## src/hdl/vn1d_pkg.sv

```systemverilog
// shared constants, types and codes of the value noise sampler
package vn1d_pkg;

  localparam int TABLE_DEPTH     = 256;
  localparam int COORD_FRAC_BITS = 8;

  localparam int COORD_BITS    = 24;
  localparam int VALUE_BITS    = 16;
  localparam int ENTRY_BITS    = 8;
  localparam int CELL_BITS     = COORD_BITS - COORD_FRAC_BITS;
  localparam int IDX_BITS      = $clog2(TABLE_DEPTH);
  localparam int LEN_BITS      = $clog2(TABLE_DEPTH + 1);
  localparam int CFG_DATA_BITS = 9;
  localparam int CFG_IDX_BITS  = 2;
  localparam int WGT_BITS      = VALUE_BITS + 1;

  // remainder pipeline retires two magnitude bits per stage
  localparam int MOD_STAGES   = (CELL_BITS + 1) / 2;
  localparam int MAG_BITS     = 2 * MOD_STAGES;
  localparam int FRONT_STAGES = MOD_STAGES + 2;
  localparam int BACK_STAGES  = 8;

  localparam int QUEUE_DEPTH = 4;
  localparam int QPTR_BITS   = $clog2(QUEUE_DEPTH);
  localparam int QCNT_BITS   = $clog2(QUEUE_DEPTH + 1);

  localparam logic [WGT_BITS-1:0] Q_ONE = WGT_BITS'(1) << VALUE_BITS;

  localparam logic [CFG_IDX_BITS-1:0] CFG_INTERP_MODE = 2'd0;
  localparam logic [CFG_IDX_BITS-1:0] CFG_TABLE_LEN   = 2'd1;

  typedef enum logic {
    REQ_LOAD   = 1'b0,
    REQ_SAMPLE = 1'b1
  } req_e;

  typedef enum logic {
    MODE_LINEAR = 1'b0,
    MODE_FADE   = 1'b1
  } interp_e;

  typedef struct packed {
    interp_e             mode;
    logic [LEN_BITS-1:0] len;
  } cfg_t;

  // one classified request between front and back
  typedef struct packed {
    req_e                  kind;
    logic [IDX_BITS-1:0]   addr_a;
    logic [IDX_BITS-1:0]   addr_b;
    logic [VALUE_BITS-1:0] data;
  } q_item_t;

  typedef struct packed {
    logic    push;
    q_item_t item;
  } q_push_t;

  typedef struct packed {
    logic full;
    logic empty;
  } q_status_t;

endpackage

```

## src/hdl/vn1d_queue.sv

```systemverilog
// short request queue between the front and back halves
module vn1d_queue (
  input  logic                clk_i,
  input  logic                rst_ni,
  input  vn1d_pkg::q_push_t   push_i,
  input  logic                pop_i,
  output vn1d_pkg::q_item_t   item_o,
  output vn1d_pkg::q_status_t status_o
);

  vn1d_pkg::q_item_t                  mem_q [vn1d_pkg::QUEUE_DEPTH];
  logic [vn1d_pkg::QPTR_BITS-1:0]     wptr_q, wptr_d;
  logic [vn1d_pkg::QPTR_BITS-1:0]     rptr_q, rptr_d;
  logic [vn1d_pkg::QCNT_BITS-1:0]     cnt_q, cnt_d;

  localparam logic [vn1d_pkg::QPTR_BITS-1:0] PTR_LAST =
    vn1d_pkg::QPTR_BITS'(vn1d_pkg::QUEUE_DEPTH - 1);

  always_comb begin
    wptr_d = wptr_q;
    rptr_d = rptr_q;
    cnt_d  = cnt_q;
    if (push_i.push) begin
      wptr_d = (wptr_q == PTR_LAST) ? '0 : wptr_q + 1'b1;
    end
    if (pop_i) begin
      rptr_d = (rptr_q == PTR_LAST) ? '0 : rptr_q + 1'b1;
    end
    if (push_i.push && !pop_i) begin
      cnt_d = cnt_q + 1'b1;
    end else if (pop_i && !push_i.push) begin
      cnt_d = cnt_q - 1'b1;
    end
  end

  always_ff @(posedge clk_i or negedge rst_ni) begin
    if (!rst_ni) begin
      wptr_q <= '0;
      rptr_q <= '0;
      cnt_q  <= '0;
    end else begin
      wptr_q <= wptr_d;
      rptr_q <= rptr_d;
      cnt_q  <= cnt_d;
    end
  end

  always_ff @(posedge clk_i) begin
    if (push_i.push) begin
      mem_q[wptr_q] <= push_i.item;
    end
  end

  assign item_o         = mem_q[rptr_q];
  assign status_o.full  = (cnt_q == vn1d_pkg::QCNT_BITS'(vn1d_pkg::QUEUE_DEPTH));
  assign status_o.empty = (cnt_q == '0);

endmodule

```

## config.mk

```make
export PLATFORM = sky130hd
export DESIGN_NAME = vn1d_queue
export DESIGN_NICKNAME = d
export VERILOG_FILES = /design/src/hdl/vn1d_pkg.sv /design/src/hdl/vn1d_queue.sv
export SDC_FILE = /design/constraint.sdc
export NUM_CORES = 1
export LEC_CHECK = 0
export ABC_AREA = 1
export BUFFER_PORTS_ARGS = -buffer_cell sky130_fd_sc_hd__buf_2
export CAP_MARGIN = 20
export CORE_ASPECT_RATIO = 1.75
export CORE_MARGIN = 8
export CORE_UTILIZATION = 37
export DETAILED_ROUTE_END_ITERATION = 8
export SLEW_MARGIN = 0
export SYNTH_ARGS = -nofsm -noshare
export SYNTH_HDL_FRONTEND = slang
export SYNTH_SLANG_ARGS = --single-unit
export TNS_END_PERCENT = 20
```

## constraint.sdc

```tcl
create_clock -name clk_i -period 5.05 [get_ports clk_i]
set_input_delay 0.2525 -clock clk_i [delete_from_list [all_inputs] [get_ports clk_i]]
set_output_delay 0.2525 -clock clk_i [all_outputs]
set_load 0.02 [all_outputs]
```

=== Yosys cells after proc, flatten, opt, wreduce, memory -nomap -nowiden ===
Memory sizes are Yosys's and may differ from the RTL's.
Cells that the tools add are included.

* Logic and storage cells: 23
* Memories: 1
* Output and inout bits: 35
* Memory bits (writable): 132
* Input port bits: 37
* Bits in registers: 7

{| class="wikitable"
|+ Memory list
! memory !! words !! bits a word !! read ports !! clocked after memory_dff !! write ports !! line !! text
|-
| mem_q || 4 || 33 || 1 || 0 || 1 || vn1d_queue.sv:11 || <nowiki>vn1d_pkg::q_item_t mem_q [vn1d_pkg::QUEUE_DEPTH];</nowiki>
|}

* Eq/ne operators: 3
* $add $sub $neg: 4
* Reductions and logical operators: 6
* Multiplexer cells: 6

{| class="wikitable"
|+ Operators by type and width
! kind !! number
|-
| 3-bit two-way mux || 2
|-
| 2-bit by 1-bit adder with 2-bit output (second input constant) || 2
|-
| 2-bit == test (second input constant) || 2
|-
| 2-bit two-way mux || 2
|-
| 3-bit by 1-bit adder with 3-bit output (second input constant) || 1
|-
| 3-bit == test (second input constant) || 1
|-
| 3-bit logical NOT || 1
|-
| 3-bit by 1-bit subtractor with 3-bit output (second input constant) || 1
|-
| 1-bit logical AND || 2
|-
| 1-bit logical NOT || 2
|-
| 1-bit two-way mux || 2
|-
| 2-bit nonzero test || 1
|}

=== Depth between registers and ports, before layout ===
* Word-level depth: 4
* Depth in mapped cells: 9
* Gate-level depth less buffers: 9

=== Least setup slack after synthesis ===
Ideal clock, no wire load.

* Kind: reg-to-reg
* Start point: register wptr_q[0] (netlist name)
* End point: memory mem_q[0][0] (netlist name), enable pin
* Cell stages (with the launch flop): 5
* Period minus slack after synthesis: 1.706 ns
* Data arrival time: 1.318 ns
* Path buffers: 0
* Setup slack: 3.344 ns
* Library setup time: 0.388 ns
* Cell sequence: dfrtp_1 > inv_1 > ha_1 > nand2_1 > inv_1

{| class="wikitable"
|+ RTL lines
! item !! line !! text
|-
| start: declaration || vn1d_queue.sv:12 || <nowiki>logic [vn1d_pkg::QPTR_BITS-1:0] wptr_q, wptr_d;</nowiki>
|-
| start signal: assignment || vn1d_queue.sv:42 || <nowiki>wptr_q <= wptr_d;</nowiki>
|-
| end: declaration || vn1d_queue.sv:11 ||
|}

No word-level cell before the write port.

==> results by group <==
CTS
  • CTS tree: yes
  • Later-pin clock latency in the skew report: around 0.4 ns
  • CTS resizes: 0
  • Post-CTS setup repair buffer count: 0
  • Clock Sinks: ~140
  • Clk root buf: clkbuf_16
  • Post-CTS Hold Fix Bufs: 1
  • H-tree Lvls: 4
  • Clock Tree Buf Depth: 2
  • Clk slew on worst S/H paths: approximately 0.06 ns
  • TritonCTS Buffers: 17

Route
  • Avg WL per Cell: 16.1 microns
  • Vias: ~3400
  • Drt via density: around 4.8
  • DRT Pass-1 Iters: 4
  • Final WL: around 11000 microns
  • Residual DRC count: 0
  • First DRT Iteration DRCs: roughly 180
  • Routed Antenna Nets: 0

Worst setup path
  • Slowest CP cell: buf_4
  • FF-to-FF Start: wptr_q[0]$_DFFE_PN0P_
  • Cell mode on critical path: nand2_1
  • CP endpoint kind: output port
  • CP required: roughly 4.8 ns
  • Crit-path cells: inv_4 -> buf_4 -> nand2_1 -> o211ai_1 -> nand2_1 -> buf_2
  • Reg-to-Reg End: mem_q[2][6]$_DFFE_PP_
  • Reg2reg path depth: 4
  • Crit Path Class: flop to output port
  • CP startpoint kind: flop
  • Worst-path fanout max: 71
  • CP startpoint: rptr_q[0]$_DFFE_PN0P_
  • Slowest stage delay, CP: ~0.64 ns
  • Worst EP arrival: approximately 2.6 ns
  • R2r setup slk: ~3.2 ns

Place
  • Final HPWL DP: roughly 6900 microns
  • I/O Buffers: slightly above 70
  • DP Area: 6280 sq um
  • Setup WS pre-CTS: around 2.6 ns
  • Placed cells: ~680
  • GP Congestion: 0.682

Synth
  • Complex-gate fraction of the synthesized area: 0.116
  • XOR/XNOR Fraction of Synth Area: 0.00150
  • Fraction of the mapped netlist area in adder cells: 0.0163
  • Mean Syn Cell Area: ~13 sq um
  • Proportion of synthesized area in mux cells: 0
  • Post-synthesis sequential area ratio: 0.709
  • Area share of the largest cell type after synthesis: 0.679
  • Unique masters post-synth: 20
  • Area contributors post-synth: edfxtp_1, nand2_1, o211ai_2
  • Combinational family with the most area after synthesis: compound AO/OA/AOI/OAI gates
  • Register bit total from synthesis: roughly 140
  • Cell taking the most area after synthesis: edfxtp_1
  • Yosys warning count: 0
  • Cell area after synthesis: around 5800 sq um
  • Simple-gate portion of the synthesized area: 0.0783
  • Mapped Cells: ~440
  • Syn nets: a little under 500

Layout
  • Final Cell Area: roughly 6900 sq um
  • Final Net Count: 552
  • Fillers: approximately 1400
  • Register area: about 4100 sq um
  • Layout cell share with drive strength beyond 1: 0.280
  • Footprint of the multi-input gates: 1240 sq um
  • Fin util: 0.442
  • Fin cells: 710
  • Area delta synth->final: 18.4%
  • Diode count: 0

GRT
  • Total congestion overflow: 0
  • Largest net degree at the start of global routing: 72
  • GRT Total Usage: 0.118
  • Number of global-route vias before repair: 3631
  • First-pass GRT wire length: approximately 18000 microns
  • Initial antenna violation count: 1

Floorplan
  • Num rows: 61
  • Die area: ~20000 sq um
  • Vert. Die Dim: approximately 180 microns
  • Top Ports: a little over 70
  • Core ar.: roughly 16000 sq um
  • Die width: about 110 microns
  • Starting Density: 0.373

STA
  • RSZ-0062 raised after global routing: false
  • Fin Setup TNS: 0 ns
  • Final Max Tran Viols: 0
  • Final period util: 0.563
  • Tightest Pin Transition: slightly below 1 ns
  • Fin. Hold Viols: 0
  • Slew HR: 0.340
  • Final min period: ~2.8 ns
  • Setup-violating endpoint count in the final report: 0
  • Skew final: 0.00743 ns
  • Fin worst setup slack: 2.21 ns
  • Fmax: ~350 MHz

Min path
  • HP Class: input pin to flop
  • Min-Delay Startpoint: push_i[7]
  • Hold Path Sink: mem_q[2][7]$_DFFE_PP_
  • Worst Hold Depth: 1

Power
  • Pwr per Cell Area: 603 nW/um^2
  • Worst IR drop on VDD: ~0.00030 V
  • Lkg Pwr: about 2.8 nW

Flow run
  • Max Cap Viol: 0

Run status
  • Status: completed
-- power by group --
part / internal [W] / switching (W)
Clock: 0.000828 / 0.000463
Combinational: 0.000389 / 0.000868
Sequential: 0.00149 / 0.000131
Total: 0.00270 / 0.00146
-- cells by family after synthesis --
logic type                 after synthesis
DFF                                    139
xor gates and xnor gates                 1
buffers and inverters                  100
AOI/OAI and AO/OA                       70
and+or+nand+nor                        120
adders and majority gates                7
-- final cells by class --
cell class / instances / area share
Clock buffer: 18 / 0.0621
Clock inverter: 14 / 0.0279
Inverter: 79 / 0.0436
Multi-Input combinational cell: 198 / 0.179
Sequential cell: 139 / 0.599
Tap cell: 189 / 0.0342
Timing Repair Buffer: 73 / 0.0540
-- stage by stage --
stage                     total power, W  hold slack [ns]
after global routing             0.00441           0.0295
after global placement           0.00289           0.0926
after CTS                        0.00423           0.0352
after floorplan                  0.00256          -0.0431
after detailed placement         0.00294           0.0979
final                            0.00417           0.0488
-- critical path, delay by kind of cell, from the launching register on --
family                 cells  cell delay (ns)
buffers and inverters      3             1.40
and+or+nand+nor            2             0.21
DFF                        1             0.42
AOI/OAI and AO/OA          1             0.11
-- synth_stat cells --
| library cell | count |
|---|---|
| inv_2 | 6 |
| inv_4 | 1 |
| buf_6 | 8 |
| nor2_1 | 2 |
| buf_4 | 2 |
| dfrtp_1 | 7 |
| o211ai_1 | 34 |
| nand3_1 | 1 |
| inv_1 | 67 |
| xnor2_1 | 1 |
| nor3_1 | 2 |
| clkinv_1 | 5 |
| o21ai_1 | 4 |
| edfxtp_1 | 132 |
| buf_2 | 11 |
| fa_1 | 1 |
| ha_1 | 6 |
| nand2_1 | 114 |
| nand4_1 | 1 |
| o211ai_2 | 32 |
-- worst max-delay path by stage --
| stage | end | slack, ns |
|---|---|---|
| final | item_o[9] | 2.21 |
| after global placement | item_o[4] | 2.69 |
| after global routing | item_o[6] | 1.92 |
| after detailed placement | item_o[2] | 2.60 |
| after CTS | item_o[5] | 2.15 |
| after floorplan | mem_q[0][0]$_DFFE_PP_ | 3.34 |
-- layout by cell type, fill, tap and decap left out, types with 6 or more instances in the layout --
cell type | netlist | final
buf_2 | 11 | 71
clkbuf_16 | 0 | 17
clkinv_1 | 5 | 6
dfrtp_1 | 7 | 6
edfxtp_1 | 132 | 132
ha_1 | 6 | 6
inv_1 | 67 | 63
inv_2 | 6 | 9
nand2_1 | 114 | 114
o211ai_1 | 34 | 34
o211ai_2 | 32 | 32
-- state kept, by name (all words and copies together), names as in the netlist --
name	count
rptr_q	2
mem_q	132
cnt_q	3
wptr_q	2
-- per-layer routing --
metal,vias up,wire length (microns),GRT usage
li1,1651,-,-
met1,1655,4520,0.117
met2,53,6340,0.220
met3,15,370,0.0335
met4,2,183,0.0560
met5,-,13,0
Note: power is estimated with default switching activity, not from simulation.
