`src/hdl/vn1d_pkg.sv`:
```
// shared constants, types and codes of the value noise sampler
package vn1d_pkg;

  localparam int TABLE_DEPTH     = 256;
  localparam int COORD_FRAC_BITS = 8;

  localparam int COORD_BITS    = 24;
  localparam int VALUE_BITS    = 16;
  localparam int ENTRY_BITS    = 8;
  localparam int CELL_BITS     = COORD_BITS - COORD_FRAC_BITS;
  localparam int IDX_BITS      = $clog2(TABLE_DEPTH);
  localparam int LEN_BITS      = $clog2(TABLE_DEPTH + 1);
  localparam int CFG_DATA_BITS = 9;
  localparam int CFG_IDX_BITS  = 2;
  localparam int WGT_BITS      = VALUE_BITS + 1;

  // remainder pipeline retires two magnitude bits per stage
  localparam int MOD_STAGES   = (CELL_BITS + 1) / 2;
  localparam int MAG_BITS     = 2 * MOD_STAGES;
  localparam int FRONT_STAGES = MOD_STAGES + 2;
  localparam int BACK_STAGES  = 8;

  localparam int QUEUE_DEPTH = 4;
  localparam int QPTR_BITS   = $clog2(QUEUE_DEPTH);
  localparam int QCNT_BITS   = $clog2(QUEUE_DEPTH + 1);

  localparam logic [WGT_BITS-1:0] Q_ONE = WGT_BITS'(1) << VALUE_BITS;

  localparam logic [CFG_IDX_BITS-1:0] CFG_INTERP_MODE = 2'd0;
  localparam logic [CFG_IDX_BITS-1:0] CFG_TABLE_LEN   = 2'd1;

  typedef enum logic {
    REQ_LOAD   = 1'b0,
    REQ_SAMPLE = 1'b1
  } req_e;

  typedef enum logic {
    MODE_LINEAR = 1'b0,
    MODE_FADE   = 1'b1
  } interp_e;

  typedef struct packed {
    interp_e             mode;
    logic [LEN_BITS-1:0] len;
  } cfg_t;

  // one classified request between front and back
  typedef struct packed {
    req_e                  kind;
    logic [IDX_BITS-1:0]   addr_a;
    logic [IDX_BITS-1:0]   addr_b;
    logic [VALUE_BITS-1:0] data;
  } q_item_t;

  typedef struct packed {
    logic    push;
    q_item_t item;
  } q_push_t;

  typedef struct packed {
    logic full;
    logic empty;
  } q_status_t;

endpackage

```
`src/hdl/vn1d_front.sv`:
```
// front half: takes requests, floors and wraps the cell index
module vn1d_front (
  input  logic                                  clk_i,
  input  logic                                  rst_ni,
  input  vn1d_pkg::cfg_t                        cfg_i,
  input  logic                                  in_valid_i,
  output logic                                  in_stall_o,
  input  logic                                  req_type_i,
  input  logic [vn1d_pkg::ENTRY_BITS-1:0]       entry_index_i,
  input  logic [vn1d_pkg::VALUE_BITS-1:0]       entry_value_i,
  input  logic signed [vn1d_pkg::COORD_BITS-1:0] coord_i,
  input  vn1d_pkg::q_status_t                   q_status_i,
  output vn1d_pkg::q_push_t                     q_push_o
);

  typedef struct packed {
    vn1d_pkg::req_e                  kind;
    logic [vn1d_pkg::IDX_BITS-1:0]   idx;
    logic [vn1d_pkg::VALUE_BITS-1:0] data;
    logic                            neg;
    logic [vn1d_pkg::MAG_BITS-1:0]   mag;
    logic [vn1d_pkg::IDX_BITS-1:0]   rem;
  } fst_t;

  localparam int MS = vn1d_pkg::MOD_STAGES;

  // one restoring remainder step
  function automatic logic [vn1d_pkg::IDX_BITS-1:0] rem_step(
    input logic [vn1d_pkg::IDX_BITS-1:0] rem,
    input logic                          b,
    input logic [vn1d_pkg::LEN_BITS-1:0] len
  );
    logic [vn1d_pkg::LEN_BITS:0] r;
    r = (vn1d_pkg::LEN_BITS + 1)'({rem, b});
    if (r >= {1'b0, len}) begin
      r = r - {1'b0, len};
    end
    return vn1d_pkg::IDX_BITS'(r);
  endfunction

  fst_t              st_q [MS+1];
  fst_t              st_d [MS+1];
  logic [MS:0]       vld_q;
  vn1d_pkg::q_item_t out_q, out_d;
  logic              out_vld_q;
  logic              f_en;
  logic              accept;
  logic              load_ok;
  vn1d_pkg::req_e    kind;

  logic [vn1d_pkg::CELL_BITS-1:0]   cell_no;
  logic [vn1d_pkg::CELL_BITS-1:0]   mag_c;
  logic [vn1d_pkg::LEN_BITS-1:0]    nxt;
  logic [vn1d_pkg::IDX_BITS-1:0]    left;
  logic [vn1d_pkg::COORD_FRAC_BITS-1:0] frac;

  assign f_en       = !(out_vld_q && q_status_i.full);
  assign in_stall_o = !f_en;
  assign kind       = vn1d_pkg::req_e'(req_type_i);
  assign load_ok    = (int'(entry_index_i) < vn1d_pkg::TABLE_DEPTH);
  // out of range loads are dropped here
  assign accept     = in_valid_i && f_en && (kind == vn1d_pkg::REQ_SAMPLE || load_ok);

  assign cell_no = coord_i[vn1d_pkg::COORD_BITS-1:vn1d_pkg::COORD_FRAC_BITS];
  assign frac    = coord_i[vn1d_pkg::COORD_FRAC_BITS-1:0];
  assign mag_c   = cell_no[vn1d_pkg::CELL_BITS-1] ? (~cell_no + 1'b1) : cell_no;

  always_comb begin
    st_d[0].kind = kind;
    st_d[0].idx  = vn1d_pkg::IDX_BITS'(entry_index_i);
    st_d[0].data = (kind == vn1d_pkg::REQ_LOAD) ? entry_value_i :
                   (vn1d_pkg::VALUE_BITS'(frac)
                    << (vn1d_pkg::VALUE_BITS - vn1d_pkg::COORD_FRAC_BITS));
    st_d[0].neg  = cell_no[vn1d_pkg::CELL_BITS-1];
    st_d[0].mag  = vn1d_pkg::MAG_BITS'(mag_c);
    st_d[0].rem  = '0;
    for (int s = 1; s <= MS; s++) begin
      st_d[s]     = st_q[s-1];
      st_d[s].rem = rem_step(rem_step(st_q[s-1].rem, st_q[s-1].mag[vn1d_pkg::MAG_BITS-1],
                                      cfg_i.len),
                             st_q[s-1].mag[vn1d_pkg::MAG_BITS-2], cfg_i.len);
      st_d[s].mag = st_q[s-1].mag << 2;
    end
  end

  // floor correction and right neighbor
  always_comb begin
    if (st_q[MS].neg && st_q[MS].rem != '0) begin
      left = vn1d_pkg::IDX_BITS'(cfg_i.len - vn1d_pkg::LEN_BITS'(st_q[MS].rem));
    end else begin
      left = st_q[MS].rem;
    end
    nxt         = vn1d_pkg::LEN_BITS'(left) + 1'b1;
    out_d.kind  = st_q[MS].kind;
    out_d.data  = st_q[MS].data;
    if (st_q[MS].kind == vn1d_pkg::REQ_LOAD) begin
      out_d.addr_a = st_q[MS].idx;
      out_d.addr_b = st_q[MS].idx;
    end else begin
      out_d.addr_a = left;
      out_d.addr_b = (nxt == cfg_i.len) ? '0 : vn1d_pkg::IDX_BITS'(nxt);
    end
  end

  always_ff @(posedge clk_i or negedge rst_ni) begin
    if (!rst_ni) begin
      vld_q     <= '0;
      out_vld_q <= 1'b0;
    end else if (f_en) begin
      vld_q     <= {vld_q[MS-1:0], accept};
      out_vld_q <= vld_q[MS];
    end
  end

  always_ff @(posedge clk_i) begin
    if (f_en) begin
      for (int s = 0; s <= MS; s++) begin
        st_q[s] <= st_d[s];
      end
      out_q <= out_d;
    end
  end

  assign q_push_o.push = out_vld_q && !q_status_i.full;
  assign q_push_o.item = out_q;

endmodule

```
`config.mk`:
```
export PLATFORM = sky130hd
export DESIGN_NAME = vn1d_front
export DESIGN_NICKNAME = d
export VERILOG_FILES = /design/src/hdl/vn1d_pkg.sv /design/src/hdl/vn1d_front.sv
export SDC_FILE = /design/constraint.sdc
export NUM_CORES = 1
export LEC_CHECK = 0
export BUFFER_PORTS_ARGS = -buffer_cell sky130_fd_sc_hd__buf_4
export CORE_ASPECT_RATIO = 0.9
export CORE_MARGIN = 2
export CORE_UTILIZATION = 60
export CTS_BUF_LIST = sky130_fd_sc_hd__clkbuf_16
export DETAILED_ROUTE_END_ITERATION = 10
export GPL_ROUTABILITY_DRIVEN = 1
export PLACE_DENSITY = 0.89
export SYNTH_ARGS = -nofsm -noshare
export SYNTH_HDL_FRONTEND = slang
export SYNTH_SLANG_ARGS = --single-unit
```
`constraint.sdc`:
```
create_clock -name clk_i -period 61.5 [get_ports clk_i]
set_clock_uncertainty 0.1 [all_clocks]
set_input_delay 15.375 -clock clk_i [delete_from_list [all_inputs] [get_ports clk_i]]
set_output_delay 15.375 -clock clk_i [all_outputs]
set_load 0.02 [all_outputs]
```
# After elaboration in Yosys (flattened, before gate mapping)
# Memory sizes are Yosys's and may differ from the RTL's.
# Index checks and enable logic that the tools add are counted.
# classes
n_eq_ne	1
bitwise_logic	1
addsub	19
order_cmp	16
n_reduce_logical	7
muxes	22
# op_table
operator	n
$ge A9 B9 Y1	16
$mux W8	18
$sub A8 B8 Y8	17
$mux W16	3
$add A16 B1 Y16 const B	1
$not A16 Y16	1
$add A8 B1 Y9 const B	1
$eq A9 B9 Y1	1
$reduce_bool A8 Y1	1
$logic_and A1 B1 Y1	4
$logic_not A1 Y1	2
$mux W1	1
# word_totals
memories	1
input_bits	64
ramBits	450
word_cells	73
reg_bits	43
# mem_list
memory	depth	width	rd	rd_clocked_by_memory_dff	write_ports	line	text
st_q	9	50	9	0	9	vn1d_front.sv:41	fst_t st_q [MS+1];

# Depth between registers and ports, before layout
# Gate-level depths: netlist of the first run.
# An unclocked memory read counts as a cell.
# depth
ltp_word	8
mapped_depth	21

# Worst setup path after synthesis of the first run
# Ideal clock, no wire load.
# synth_timing
path_type	in2out
from	input port q_status_i[1] (netlist bit)
to	output port in_stall_o
path_stages	3
n_path_buf	1
t_required_ns	46.025
t_arrival_ns	28.568
setup_slack_ns	17.457
path_cell_list	nand2_1 clkbuf_1 inv_1
# synth_via
elab_chain_cells	1
# synth_rtl
element	line	text
start: declaration	vn1d_front.sv:12	input vn1d_pkg::q_status_t q_status_i,
$logic_and A1 B1 Y1	vn1d_front.sv:57	assign f_en = !(out_vld_q && q_status_i.full);
end: declaration	vn1d_front.sv:7	output logic in_stall_o,
# Every way passes these cells.

# Worst setup path after layout of the first run
# Same ends and word-level chain as after synthesis.

==> results of run 1 <==
cell type report:
class                           instances  share of cell area
Sequential cell                       413              0.5411
Multi-Input combinational cell        917              0.3200
Clock buffer                           41             0.04495
Timing Repair Buffer                  111             0.03651
Tap cell                              422             0.02313
Inverter                              112             0.01842
Clock inverter                         34             0.01584
state kept, by name, summed over array words and instances, names as in the netlist:
name and count:
st_q 370, vld_q 9, q_push_o 33, out_vld_q 1
critical path, stage by stage:
cell,delay [ns]
buf_4,0.12
nand2_4,0.61
inv_1,0.09
buf_4,0.19
stage by stage:
stage	setup slack (ns)	area, um^2	hold slack (ns)	instances	utilization
after CTS	29.61	22830	0.3013	2050	0.6911
after global routing	29.53	22830	0.3139	2050	0.6911
after floorplan	17.46	20140	0.3003	1453	-
after global placement	29.62	21440	0.3010	1975	0.6491
after detailed placement	29.61	21440	0.3045	1975	0.6491
final	29.62	22830	0.3030	2050	0.6911
where the power goes:
group          leakage (nW)  total (mW)  switching (mW)  internal [mW]
Clock                 0.699       0.257           0.109          0.148
Sequential             4.19       0.522          0.0474          0.475
Combinational          4.16       0.626           0.353          0.274
per-layer routing:
layer | wire (um) | GRT usage | up-vias
met1 | 16390 | 0.3067 | 5974
met2 | 20170 | 0.4064 | 556
li1 | - | - | 5722
met5 | 0 | 0 | -
met3 | 2696 | 0.04086 | 148
met4 | 1578 | 0.09837 | 0
cells in the final DEF, fill, tap and decap left out, types with 7 or more instances in the layout:
cell type,Yosys,layout
nor2b_1,26,26
ha_1,146,146
fa_1,16,16
nand3_1,15,15
a21oi_1,78,78
o31ai_1,10,10
o21bai_1,8,8
clkinv_2,0,7
and3_1,10,10
nand2_1,65,64
mux2_2,105,105
dfrtp_1,10,10
nor3_1,10,10
nand2b_1,13,13
o21ai_0,72,72
buf_4,1,111
edfxtp_1,403,403
a21boi_0,15,15
nand4_1,29,29
xnor2_1,74,74
mux2i_1,19,19
a21o_1,12,12
inv_1,112,120
nand4b_1,7,7
xor2_1,22,22
nor2_1,100,100
clkbuf_16,0,41
worst min-delay path by stage:
stage,from,to,slack (ns)
floorplan,st_q[0][425],q_push_o[0],0.30
global placement,st_q[0][232],st_q[0][282],0.30
detailed placement,st_q[0][425],q_push_o[0],0.30
CTS,st_q[0][216],st_q[0][268],0.30
global route,st_q[0][174],st_q[0][224],0.31
finish,st_q[0][216],st_q[0][268],0.30
logic make-up after synthesis:
logic type,synth area share
adder cells (fa/ha/maj),0.1066
XOR/XNOR,0.04287
AND/OR/NAND/NOR,0.07642
AO/OA/AOI/OAI,0.06828
multiplexers,0.06815
buffers and inverters,0.02435
flip-flops,0.6133
==> summary by stage, run 1 <==
Synth
The proportion of register bits with asynchronous set or reset after synthesis is 0.02421. Among all cell types in the netlist, the one instantiated most often is edfxtp_1. The share of the Yosys chip area taken by registers is 0.6133. The net count of the mapped netlist is 1,679. Sorting the synthesized cells by area gives the leading types as edfxtp_1 60%, ha_1 9.1%, mux2_2 5.9%, xnor2_1 3.2%, inv_1 2.1%. The share of synthesized area in the top cell type comes to 0.6009.

The register bit count reported by yosys is 413. The cell count after synthesis is 1,453. The number of enable flip-flop cells after synthesis is 403. Yosys printed 0 warnings. The post-synthesis average cell area is 13.86 um^2. Counting distinct cell types in the post-synthesis netlist gives 60. The most frequently used flop master after synthesis is edfxtp_1. The cell area that synthesis handed to floorplanning was 20,140 um^2. By count the netlist is led by 403 x edfxtp_1, 146 x ha_1, 112 x inv_1, 105 x mux2_2, 100 x nor2_1.

Summed over all instances, the cell type with the most area after synthesis is edfxtp_1.

Detailed routing
Detailed routing inserted a total of 12,400 vias. The total wire length is 40,830 um. The first detailed-routing pass ran for 7 iterations.

The number of violations reported at the end of detailed-routing iteration 0 is 1,096. In the routed design, unresolved DRC markers number 0. The wire length per cell after detailed routing is 19.92 um. The number of nets still failing antenna checks after routing is 0. The number of vias per cell after detailed routing is 6.049.

Global routing
The first global-routing pass estimated 65,260 um of wire. The pin count of the biggest net entering global routing is 97. The via count of the first global-routing pass is 12,490. The number of antenna violations at the first check in global routing came to 0. In the global route stage, overall resource usage came out at 0.2389.

The global route total overflow is 0.

STA
The relative max-transition margin is 0.2258. The count of final hold-check violations is 0. The setup violation total in the final timing report is 0.

For this run, the top clock speed supported by timing is 0.03137 GHz. Setup repair after global routing left no endpoint under its margin. The slew at the pin with the worst max-slew slack is 1.156 ns.

The count of pins over their slew limit is 0. Setup total negative slack on the finished layout was measured at 0 ns. The portion of the clock cycle consumed by the worst path in the final layout is 0.5183. The final critical path time including I/O delays and setup is 31.88 ns.

Layout
In the final layout, the share of cells above drive strength 1 is 0.1824. The area growth from synthesis to layout is 13.34%. 0 antenna diodes ended up in the layout. Summing all multi-input logic gate instances after layout gives 7305 um^2.

The layout net count is 1,822. The layout has 2,055 filler cells. The sequential cells in the finished layout cover a total of 12,350 um^2.

Hold path
The worst hold path passes through 0 cells. The worst min-delay path category is reg2reg.

Setup path
STA classifies the critical path endpoint as an output pin. The source of the worst register-to-register timing path is st_q[0][300]. The critical path data required time is 46.02 ns. The capture point of the worst reg-to-reg path is st_q[0][353]. The most critical setup path has its startpoint at q_status_i[1].

The termination of the worst setup path is in_stall_o. The depth of the worst register-to-register path is 19. The path type of the worst setup path is in2out.

The worst path arrival time is 16.40 ns. The reg-to-reg setup timing slack is 55.09 ns. The maximum net fanout on the critical path is 69. STA classifies the critical path startpoint as a primary input.

Clocking
The clock reaches the later pin of the worst-skew pair after 0.56 ns. Buffers added to address setup during post-CTS repair amount to 0. The maximum root-to-sink buffer count is 3.

The post-CTS clock slew at the launch and capture registers of the worst setup and hold paths is 0.06 ns. In this run, post-CTS repair resized a total of 0 instances. The H-tree generated during clock tree synthesis spans 2 levels. The cell at the root of the clock tree is clkbuf_16. The clock net sink count is 413. Clock tree synthesis inserted a total of 41 buffers. The number of buffers inserted by hold repair at cts is 0.

TritonCTS built the clock tree.

Power and ir drop
The worst-case IR drop observed on VDD is 0.03264 mV. The analysis attributes to cell leakage a power of 9.048 nW. Dividing total power by cell area gives a power density of 61.56 nW/um^2. The total power consumption of the routed design is 1.405 mW.

Die
The area enclosed by the die boundary is 35,050 um^2. The initial utilization of the core area, before any placement, comes to 0.6098. The I/O pin total is 99. In this run the standard cell core region covers 33,030 um^2. The die is 197.1 um wide.

The die is 177.8 um tall. The number of rows in the core area is 63.

Placed design
During placement, the flow inserted port buffers numbering 96. The total half-perimeter wirelength after legalization and detailed placement is 25,300 um. The congestion estimate from routability-driven global placement came to 0.8724.

Run status
The flow ran to the end, and the final reports show no timing, DRC or antenna violations.

Run
The tool flagged a number of max-cap violations equal to 0.
No activity file was read; power rests on OpenSTA's default activity.
==> run 2, diff against run 1 <==
ABC_AREA = 1   (was default)
CORE_UTILIZATION = 56   (was 60)
PLACE_DENSITY = 0.88   (was 0.89)
clock period = 27.8 ns   (was 61.5 ns; I/O delays follow)
==> summary by stage, run 2 <==
Run status
The flow ran to the end, and the final reports show no timing, DRC or antenna violations.

Clocking
The cell at the root of the clock tree is clkbuf_16. The number of gates resized after CTS is 0. TritonCTS built the clock tree. The clock tree synthesis step divided the H-tree into 2 levels.

Once the clock tree was built, the setup fixing pass inserted 0 buffers. The maximum root-to-sink buffer count is 3. The post-CTS clock slew at the launch and capture registers of the worst setup and hold paths is 0.06 ns. The clock net sink count is 413. The total CTS buffers is 40. The later pin in the worst-skew pair is clocked with a latency of 0.54 ns. The number of buffers inserted by hold repair at cts is 0.

Setup path
The depth of the worst register-to-register path is 24. The worst register-to-register path begins at st_q[0][251]. The maximum net fanout on the critical path is 82. The most used cell along the critical path is buf_4. STA classifies the critical path startpoint as a primary input. Setup slack on the worst reg-to-reg path comes out at 23.13 ns. For the worst setup path, the data required time is 20.75 ns. The critical path in this run is classified as in2out. On the critical path, the stage with the largest delay is an instance of nand2_4. STA puts the critical path data arrival time at 8.56 ns. Walking the worst path, the cells encountered are buf_4 > nand2_4 > clkinv_1 > buf_4. The type of element capturing the critical path is an output pin. The critical path's largest stage delay is 0.71 ns. The endpoint identified for the worst register-to-register timing path is st_q[0][304].

Synth
The average instance in the mapped netlist occupies 11.44 um^2. The most frequently used flop master after synthesis is edfxtp_1. The netlist uses 44 different library cells. Yosys mapped a number of flops with a built-in enable equal to 403. Of the post-synthesis cell area, the dominant cell type holds 0.5948.

The proportion of register bits with asynchronous set or reset after synthesis is 0.02421. The largest total area in the synthesized netlist belongs to edfxtp_1. The share of the yosys chip area belonging to registers is 0.6071. The most numerous cell in the Yosys netlist is edfxtp_1.

Counting instances in the post-synthesis netlist gives the leading cell types as 403 x edfxtp_1, 321 x nand2_1, 199 x inv_1, 146 x ha_1, 128 x nor2_1. Summing every instance area after synthesis gives 20,350 um^2. For this run, the number of Yosys warnings is 0.

The register bit count reported by yosys is 413. The net count of the mapped netlist is 2,005. Counting every instance in the synthesized netlist gives 1,779.

By area the synthesized netlist is led by edfxtp_1 59%, ha_1 9.0%, nand2_1 5.9%, inv_1 3.7%, a21oi_1 3.0%.

Die
Pin placement for this block handled 99 I/O pins. The width of the chip is 204.9 um. The vertical die dimension is 184.8 um. The floorplan step defined a core boundary enclosing 36,000 um^2.

The floorplan step defined a die boundary enclosing 37,870 um^2. The number of rows in the core area is 66. The effective utilization at floorplan is 0.5651.

Detailed routing
In the routed layout, each cell is associated on average with a via count of 5.490. After detailed routing, the number of remaining DRC violations is 0. Before antenna repair, the detailed router went through 5 iterations. The number of vias in the routed layout is 13,230. The first routing iteration left 1,114 violations. The final layout contains routed wiring with a total length of 38,770 um. Dividing the detail-routed wire length by the instance count gives 16.10 um.

The number of nets still failing antenna checks after routing is 0.

Run
The tool flagged a number of max-cap violations equal to 0.

Placed design
Detailed placement finished with a half-perimeter wire length of 25,740 um. The number of buffers inserted by port buffering is 96. The routability-driven placement congestion ratio is 0.8983.

Power and ir drop
The part of the total power dissipated in sequential elements is 0.395. Of the total power, combinational logic draws 0.440. The maximum vdd ir drop is 0.1113 mV.

Internal power comes to 1.883 mW. Of the total power, the clock network draws 0.165. For this design the static power due to leakage is 9.868 nW. Of the total power, the share spent switching nets is 0.3866. The power density relative to cell area is 134.1 nW/um^2.

The analysis attributes to net switching a power of 1.187 mW.

Layout
The layout net count is 2,130. The layout cell share with drive strength beyond 1 is 0.09829. The antenna cell count is 0. The register with the most flip-flops in the layout has 370 of them. The top cell types in the final layout, fill and taps aside, are 403 x edfxtp_1, 320 x nand2_1, 210 x inv_1, 146 x ha_1, 128 x nor2_1. The library cell used most frequently in the layout, excluding fill and tap cells, is edfxtp_1.

Ranked by flip-flop count, first place goes to st_q. The utilization of the core after routing is 0.6357. Relative to the synthesized area, the layout overhead comes to 12.49%.

Global routing
The global-route wire length before repair is 62,370 um. Across every metal layer, demand over resource in global routing totals 0.2060. The via count of the first global-routing pass is 12,830. The pin count of the biggest net entering global routing is 194.

The global route total overflow is 0. The number of antenna violations at the first check in global routing is 0.

STA
The highest clock frequency the design can meet is 0.06408 GHz. The setup violation total in the final timing report is 0. The relative max-transition margin is 0.2825. Setup repair after global routing left no endpoint under its margin.

The sum of negative setup slack is 0 ns. The count of final hold-check violations is 0. The final critical path time including I/O delays and setup is 15.61 ns. The count of pins over their slew limit is 0.

At the pin with the least slew margin, the transition time is 1.075 ns. The portion of the clock cycle consumed by the worst path in the final layout is 0.5614.

Hold path
The worst hold path terminates at st_q[0][444]. In this run the most critical hold path is launched from st_q[0][394]. The worst min-delay path category is reg2reg. The number of instances on the worst hold path is 0.
[run 2: changes by cell type in the layout (fill, tap and decap cells not counted), moves of 13 or more]
cell and change:
mux2_2 -93, mux2i_1 -19, inv_1 +90, nor3_1 +13, xor2_1 +32, o21ai_0 +39, nand3_1 +56, nand2_1 +256
nor2_1 +28, a21oi_1 +43, nand2b_1 -13, nor2b_1 -26, a21boi_0 -15, xnor2_1 -33
[run 2: power groups by stage]
stage,Sequential (mW),Clock [mW],Combinational [mW]
global placement,1.20,0,1.25
finish,1.21,0.505,1.35
floorplan,1.28,0,0.998
detailed placement,1.22,0,1.31
CTS,1.21,0.515,1.33
global route,1.24,0.537,1.53
[run 2: cell type report]
class | instances | area (um^2)
repair buffers | 105 | 800.8
clock inverters | 31 | 246.5
multi-input cells | 1142 | 7133
fillers | 2626 | 13120
well taps | 476 | 595.6
flip-flops and latches | 413 | 12350
inverters | 202 | 758.2
clock buffers | 40 | 1001
[run 2: through the flow]
stage	std cells	instance area, um^2	hold slack, ns	power, mW	worst slack (ns)
after floorplan	1779	20350	0.3003	2.273	8.612
after global placement	2338	21640	0.3013	2.449	12.20
after detailed placement	2338	21640	0.3045	2.531	12.16
after CTS	2409	22890	0.2974	3.064	12.12
after global routing	2409	22890	0.3173	3.307	11.99
final	2409	22890	0.2987	3.069	12.19
[run 2: layer usage]
layer  GRT usage  share of wire  routed length [um]
met5           0              0                   0
met2      0.3443           0.48               18750
met3     0.03079          0.064                2478
met1      0.2793           0.43               16490
met4     0.06619          0.027                1056
[run 2: worst max-delay path by stage]
| stage | to | from | cells past startpoint |
|---|---|---|---|
| floorplan | vld_q[0] | q_status_i[1] | 3 |
| global placement | in_stall_o | q_status_i[1] | 4 |
| detailed placement | in_stall_o | q_status_i[1] | 4 |
| CTS | in_stall_o | q_status_i[1] | 4 |
| global route | in_stall_o | q_status_i[1] | 4 |
| finish | in_stall_o | q_status_i[1] | 4 |
[run 2: worst max-delay path, delay by kind of cell]
family / cells / cell delay [ns]
buffers and inverters: 3 / 0.89
and+or+nand+nor: 1 / 0.71
[run 2: cell families after synthesis]
family          synth area share
compound gates           0.07318
xor+xnor                 0.04200
fa+ha+maj                 0.1055
buf+inv                  0.04268
flops                     0.6071
mux                     0.006642
simple gates              0.1229
